**src/design/udrb_pkg.sv**
```systemverilog
package udrb_pkg;

	typedef enum logic [1:0] {
		CMD_RX_BYTE  = 2'd0,
		CMD_PUSH     = 2'd1,
		CMD_POP      = 2'd2,
		CMD_TX_READY = 2'd3
	} cmd_t;

	localparam logic [7:0] COUNT_MAX = 8'd255;

endpackage

```
**src/design/uart_dual_ring_buffer_core.sv**
```systemverilog
// Dual byte ring buffer for a serial port. It holds a receive ring, filled from the wire and
// drained by software pops, and a transmit ring, filled by software pushes and drained by
// transmitter-ready events. Each ring has RING_DEPTH slots and keeps one slot free, so it
// holds at most RING_DEPTH-1 bytes. Issue a request by raising start with cmd, data_byte and
// end_of_batch. The request is taken at a rising edge where start is high and busy is low.
// busy stays low, so a new request can follow in every cycle. Each request gives exactly one
// result in the next cycle, shown for a single cycle with done high. The receiver cannot stall
// the block: it must capture the result in that cycle. The result is registered, as the
// ring memories have a registered read port. A receive byte that finds the ring full is
// dropped and sets the sticky overflow flag, which only reset clears. A push that finds the
// transmit ring full is dropped, and so is every later push of the same send call, up to and
// including the one marked end_of_batch. Any push sets tx_irq_enable. A transmitter-ready event
// on an empty transmit ring clears it. rx_count saturates at 255. The ring memories need no
// clearing pass: a slot is read only after it has been written.
module uart_dual_ring_buffer_core #(
	parameter int RING_DEPTH = 256
) (
	input  logic              clk,
	input  logic              arst_n,
	input  logic              start,
	output logic              busy,
	input  udrb_pkg::cmd_t    cmd,
	input  logic [7:0]        data_byte,
	input  logic              end_of_batch,
	output logic              done,
	output logic              accepted,
	output logic [7:0]        rx_byte,
	output logic              tx_valid,
	output logic [7:0]        tx_byte,
	output logic [7:0]        rx_count,
	output logic              overflow,
	output logic              tx_irq_enable
);
	import udrb_pkg::*;

	localparam int PTR_W = (RING_DEPTH > 1) ? $clog2(RING_DEPTH) : 1;
	localparam int CNT_W = PTR_W + 1;
	localparam logic [PTR_W-1:0] PTR_LAST = PTR_W'(RING_DEPTH - 1);
	localparam logic [CNT_W-1:0] DEPTH_C = CNT_W'(RING_DEPTH);

	// ring storage, one write and one registered read per cycle each
	logic [7:0] rx_mem [RING_DEPTH];
	logic [7:0] tx_mem [RING_DEPTH];

	// ring pointers and flags
	logic [PTR_W-1:0] rx_head_q, rx_tail_q, tx_head_q, tx_tail_q;
	logic             overflow_q, irq_en_q, dropping_q;

	// result stage
	logic       done_s1, accepted_s1, pop_hit_s1, tx_valid_s1, overflow_s1, irq_en_s1;
	logic [7:0] rx_rdata_s1, tx_rdata_s1, rx_count_s1;

	// next-state logic
	logic             take;
	logic [PTR_W-1:0] rx_head_nx, rx_tail_nx, tx_head_nx, tx_tail_nx;
	logic [PTR_W-1:0] rx_head_inc, rx_tail_inc, tx_head_inc, tx_tail_inc;
	logic             rx_full, rx_empty, tx_full, tx_empty;
	logic             rx_wr, tx_wr, rx_rd, tx_rd;
	logic             overflow_nx, irq_en_nx, dropping_nx;
	logic [CNT_W-1:0] rx_cnt;
	logic [7:0]       rx_count_nx;

	function automatic logic [PTR_W-1:0] ring_next(input logic [PTR_W-1:0] idx);
		return (idx == PTR_LAST) ? '0 : idx + PTR_W'(1);
	endfunction

	// every request completes in the cycle after it is taken
	assign busy = 1'b0;
	assign take = start & ~busy;

	assign rx_head_inc = ring_next(rx_head_q);
	assign rx_tail_inc = ring_next(rx_tail_q);
	assign tx_head_inc = ring_next(tx_head_q);
	assign tx_tail_inc = ring_next(tx_tail_q);
	assign rx_full     = (rx_head_inc == rx_tail_q);
	assign tx_full     = (tx_head_inc == tx_tail_q);
	assign rx_empty    = (rx_head_q == rx_tail_q);
	assign tx_empty    = (tx_head_q == tx_tail_q);

	always_comb begin
		rx_wr       = 1'b0;
		tx_wr       = 1'b0;
		rx_rd       = 1'b0;
		tx_rd       = 1'b0;
		overflow_nx = overflow_q;
		irq_en_nx   = irq_en_q;
		dropping_nx = dropping_q;
		if (take) begin
			case (cmd)
				CMD_RX_BYTE: begin
					// store the wire byte, or drop it and flag the overflow
					if (rx_full) overflow_nx = 1'b1;
					else rx_wr = 1'b1;
				end
				CMD_PUSH: begin
					if (!dropping_q) begin
						if (tx_full) dropping_nx = 1'b1;
						else tx_wr = 1'b1;
					end
					irq_en_nx = 1'b1;
					// the last push of a send call ends drop mode
					if (end_of_batch) dropping_nx = 1'b0;
				end
				CMD_POP: begin
					rx_rd = ~rx_empty;
				end
				CMD_TX_READY: begin
					if (tx_empty) irq_en_nx = 1'b0;
					else tx_rd = 1'b1;
				end
				default: begin
				end
			endcase
		end
	end

	assign rx_head_nx = rx_wr ? rx_head_inc : rx_head_q;
	assign rx_tail_nx = rx_rd ? rx_tail_inc : rx_tail_q;
	assign tx_head_nx = tx_wr ? tx_head_inc : tx_head_q;
	assign tx_tail_nx = tx_rd ? tx_tail_inc : tx_tail_q;

	// receive count after this request, saturated to eight bits
	always_comb begin
		if (rx_head_nx >= rx_tail_nx) begin
			rx_cnt = CNT_W'(rx_head_nx) - CNT_W'(rx_tail_nx);
		end else begin
			rx_cnt = CNT_W'(rx_head_nx) + DEPTH_C - CNT_W'(rx_tail_nx);
		end
		if (rx_cnt > CNT_W'(COUNT_MAX)) rx_count_nx = COUNT_MAX;
		else rx_count_nx = 8'(rx_cnt);
	end

	always_ff @(posedge clk or negedge arst_n) begin
		if (!arst_n) begin
			rx_head_q  <= '0;
			rx_tail_q  <= '0;
			tx_head_q  <= '0;
			tx_tail_q  <= '0;
			overflow_q <= 1'b0;
			irq_en_q   <= 1'b0;
			dropping_q <= 1'b0;
			done_s1    <= 1'b0;
		end else begin
			rx_head_q  <= rx_head_nx;
			rx_tail_q  <= rx_tail_nx;
			tx_head_q  <= tx_head_nx;
			tx_tail_q  <= tx_tail_nx;
			overflow_q <= overflow_nx;
			irq_en_q   <= irq_en_nx;
			dropping_q <= dropping_nx;
			done_s1    <= take;
		end
	end

	// result payload, no reset needed
	always_ff @(posedge clk) begin
		accepted_s1 <= rx_wr | tx_wr;
		pop_hit_s1  <= rx_rd;
		tx_valid_s1 <= tx_rd;
		overflow_s1 <= overflow_nx;
		irq_en_s1   <= irq_en_nx;
		rx_count_s1 <= rx_count_nx;
	end

	// memories: write at head, read at tail; one request touches one ring entry at most
	always_ff @(posedge clk) begin
		if (rx_wr) rx_mem[rx_head_q] <= data_byte;
		if (rx_rd) rx_rdata_s1 <= rx_mem[rx_tail_q];
	end

	always_ff @(posedge clk) begin
		if (tx_wr) tx_mem[tx_head_q] <= data_byte;
		if (tx_rd) tx_rdata_s1 <= tx_mem[tx_tail_q];
	end

	assign done          = done_s1;
	assign accepted      = accepted_s1;
	assign rx_byte       = pop_hit_s1 ? rx_rdata_s1 : 8'd0;
	assign tx_valid      = tx_valid_s1;
	assign tx_byte       = tx_valid_s1 ? tx_rdata_s1 : 8'd0;
	assign rx_count      = rx_count_s1;
	assign overflow      = overflow_s1;
	assign tx_irq_enable = irq_en_s1;

endmodule
```
**config.mk**
```make
export PLATFORM = sky130hd
export DESIGN_NAME = uart_dual_ring_buffer_core
export DESIGN_NICKNAME = d
export VERILOG_FILES = /design/src/design/udrb_pkg.sv /design/src/design/uart_dual_ring_buffer_core.sv
export SDC_FILE = /design/constraint.sdc
export NUM_CORES = 2
export LEC_CHECK = 0
export BUFFER_PORTS_ARGS = -buffer_cell sky130_fd_sc_hd__buf_2
export CAP_MARGIN = 10
export CORE_MARGIN = 2
export CORE_UTILIZATION = 30
export CTS_BUF_LIST = sky130_fd_sc_hd__clkbuf_4
export CTS_CLUSTER_DIAMETER = 100
export DETAILED_ROUTE_END_ITERATION = 12
export SYNTH_ARGS = -nofsm -noshare
export SYNTH_HDL_FRONTEND = slang
export SYNTH_SLANG_ARGS = --single-unit
```
**constraint.sdc**
```tcl
create_clock -name clk -period 4.1 [get_ports clk]
set_input_delay 1.025 -clock clk [delete_from_list [all_inputs] [get_ports clk]]
set_output_delay 1.025 -clock clk [all_outputs]
set_load 0.005 [all_outputs]
```
==> impl_metrics.json <==
{
  "r2r-start": "tx_tail_q[0]",
  "violations": "negative setup slack",
  "worstSetupStartpoint": "tx_tail_q[0]",
  "dieArea_mm2": 0.552,
  "max_freq_mhz": 243,
  "clockBufferDepth": 4,
  "criticalPathCategory": "flop to flop",
  "cp_max_fo": 35,
  "via_count": 91656,
  "fin_area_mm2": 0.191,
  "start_kind": "flop",
  "routedWlPerCell_um": 26.8,
  "max-slew-margin-rel_pct": 2.49,
  "yosys.area_share.simple_pct": 3.47,
  "dr.pass1.iters": 6,
  "r2r_cells": 9,
  "regToRegSetupSlack_ps": -10,
  "finalCriticalPeriod_ps": 4110,
  "hpwl_um": 292000,
  "min-delay-start": "data_byte[0]",
  "antenna_found_initial": 26,
  "critPathSlowestCell": "a2111oi_1",
  "cts.sinks": 4161,
  "whs_path_depth": 2,
  "synth_xor_area_share_pct": 0.230,
  "vias_per_cell": 5.21,
  "synth.distinct_cells": 84,
  "syn_inst": 8190,
  "p_clk_share_pct": 28.0,
  "most-common-layout-cells": "4112 x edfxtp_1, 1367 x clkbuf_4, 828 x mux4_2, 778 x buf_4, 544 x nor3_1",
  "rsz0062_at_grt": "true",
  "ioPinCount": 44,
  "min_to": "tx_mem[231][0]",
  "worstPathCellList": "buf_12, buf_12, mux4_2, a22oi_1, a21oi_1, a2111oi_1, buf_4, o32ai_1, buf_4",
  "synth_top_family_by_area": "multiplexers",
  "place_area_mm2": 0.178,
  "synthesis.area_mm2": 0.164,
  "syn_nets": 8225,
  "nFillCells": 50998,
  "p_int_uw": 77300,
  "outcome": "finished, violations left",
  "p_leak_uw": 0.0614,
  "first_global_vias": 92310,
  "io_buffers": 42,
  "cp-end-kind": "flop",
  "drt_wl_total_um": 471000,
  "cts_buffers": 955,
  "drc": 0,
  "area_growth_pct": 16.8,
  "skew_ps": 119,
  "tightest_slew_ps": 1460,
  "muxShareOfSynthArea_pct": 14.5,
  "die_x_um": 743,
  "r2r-end": "tx_rdata_s1[2]",
  "path_clk_slew_ps": 70,
  "postRouteAntennaNets": 0,
  "ys_seq_elements": 4161,
  "fin_setup_tns_ps": -13.7,
  "critPathMaxStageDelay_ps": 870,
  "cp_num_buf_inv": 4,
  "gp_congestion": 0.928,
  "grt_pass1_wl_um": 666000,
  "initial_core_util_pct": 30.1,
  "setup_viol": 1,
  "synth_fa_ha_area_share_pct": 0.165,
  "tritoncts": "built",
  "crit_family": "compound AO/OA/AOI/OAI gates",
  "ir_worst_vdd_v": 0.000504,
  "p_comb_share_pct": 30.9,
  "async_flop_share_pct": 0.865,
  "swShare_pct": 33.3,
  "dieHeight_um": 743,
  "required_ps": 5660,
  "power.switching_uw": 38600,
  "maxCapViolCount": 0,
  "clk_latency_ps": 1800,
  "overflow": 0,
  "drive_gt1_share_pct": 32.8,
  "hold_class": "input port to flop",
  "rows": 271,
  "final_net_count": 9657,
  "finalCritPeriodShare_pct": 100,
  "ys_seq_area_share_pct": 76.1,
  "drt-initial-drc-count": 11335,
  "yosysWarnings": 0,
  "root_buffer": "clkbuf_4",
  "cp.arrival_ps": 5680,
  "grt_max_degree": 156,
  "cts_htree_levels": 6,
  "slew_viol_final": 0,
  "utilization_pct": 35.1,
  "grt_util_all_layers_pct": 16.4,
  "synth-main-ff-cell": "edfxtp_1",
  "synth_edf_count": 4112,
  "final_common_cell": "edfxtp_1",
  "p_per_area_mw_per_mm2": 606,
  "avgSynthCellArea_um2": 20.0,
  "core_area_mm2": 0.545,
  "seqPwrFrac_pct": 41.1,
  "setup_slack_ps": -13.7,
  "finalHoldViolations": 0,
  "synth-compound-area-share_pct": 3.76
}
==> cell usage after synthesis (all sizes together), types with 12 or more instances <==
cell type     n  area, um^2
mux2         25         282
a21oi       179         896
nand4        21         131
nand3        56         280
clkbuf      248         931
a211oi       55         413
nand2       242         908
a221oi       47         412
a22o         19         166
a2111oi      19         166
mux2i       485        4850
and3         12        75.1
nor4         20         125
ha           20         250
dfrtp        36         901
a31oi        27         169
buf         310        1960
o21ai       111         556
nor2b        36         225
inv          16        60.1
a22oi       114         856
xor2         18         158
nand2b       18         113
mux4        828       18600
dfxtp        13         260
nor3        560        2810
xnor2        25         219
and2         33         206
edfxtp     4112      123000
o22ai        82         513
o31ai        17         128
o221ai      138        1210
nor2        119         447
==> how the worst max path moves through the flow <==
stage | endpoint | slack, ps | depth (start not counted)
6_report | tx_rdata_s1[2] | -10 | 9
5_1_grt | rx_count[4] | -60 | 16
4_1_cts | rx_rdata_s1[5] | 7 | 10
3_5_place_dp | rx_count[6] | -160 | 17
3_3_place_gp | rx_count[6] | -170 | 17
2_1_floorplan | rx_count[2] | 30 | 14
==> layer usage <==
| metal | share of wire [%] | routed length (um) | vias to the layer above | track usage (%) |
|---|---|---|---|---|
| met1 | 39 | 184000 | 47693 | 21.5 |
| li1 | - | - | 37843 | - |
| met4 | 3.7 | 17200 | 12 | 6.25 |
| met5 | 0.021 | 99 | - | 0 |
| met3 | 9.6 | 45100 | 889 | 3.66 |
| met2 | 48 | 225000 | 5219 | 26.7 |
==> final cells by class <==
cell class,instances,area (um^2),share of cell area [%]
sequential,4161,125000,65.1
multi-input combinational,3452,36600,19.1
clock buffer,1331,9990,5.22
tap,7234,9050,4.73
timing repair buffer,1033,8860,4.63
clock inverter,367,2090,1.09
inverter,19,81.3,0.0425
antenna,12,30.0,0.0157
==> cells by family (layout without fill, tap and decap cells) <==
family                     Yosys count  after routing
xor gates and xnor gates            43             43
buffers and inverters              577           2750
and+or+nand+nor                   1162           1162
DFF                               4161           4161
other                                1             13
AOI/OAI and AO/OA                  887            887
muxes                             1338           1338
adders and majority gates           21             21
==> worst reg2reg max path, stage by stage (launching register included) <==
cell and delay (ps):
dfrtp_4 770, buf_12 270, buf_12 320, mux4_2 630, a22oi_1 300, a21oi_1 240, a2111oi_1 870, buf_4 240
o32ai_1 70, buf_4 160
==> sequential cells by signal, indices dropped and copies added, names as in the netlist, 8 cells and up <==
name / flops
rx_mem: 2048
tx_mem: 2048
rx_count: 8
rx_head_q: 8
rx_rdata_s1: 8
rx_tail_q: 8
tx_head_q: 8
tx_rdata_s1: 8
tx_tail_q: 8
==> stage by stage <==
stage	hold slack, ps	power [uW]	cells	setup slack (ps)
6_report	290	116000	17609	-13.7
5_1_grt	196	120000	17603	-62.8
4_1_cts	96.1	116000	17486	7.20
3_5_place_dp	460	83800	15767	-161
3_3_place_gp	470	83600	15758	-172
2_1_floorplan	414	69500	8190	25.8
==> power groups by stage <==
| stage | sequential (uW) | clock [uW] | combinational [uW] |
|---|---|---|---|
| final | 47600 | 32500 | 35900 |
| after floorplan | 48000 | 0 | 21400 |
| after global placement | 48500 | 0 | 35100 |
| after global routing | 47600 | 35200 | 37200 |
| after CTS | 47600 | 33200 | 35500 |
| after detailed placement | 48500 | 0 | 35300 |
==> repair_timing <==
item	in CTS	in global routing
resized for setup	4	38
hold buffers	18	0
endpoints found under the hold margin	1699	0
gates cloned	0	1
buffers inserted	3	5
pin swaps	3	16
endpoints found under the setup margin	9	147
No activity file was read; power rests on OpenSTA's default activity.
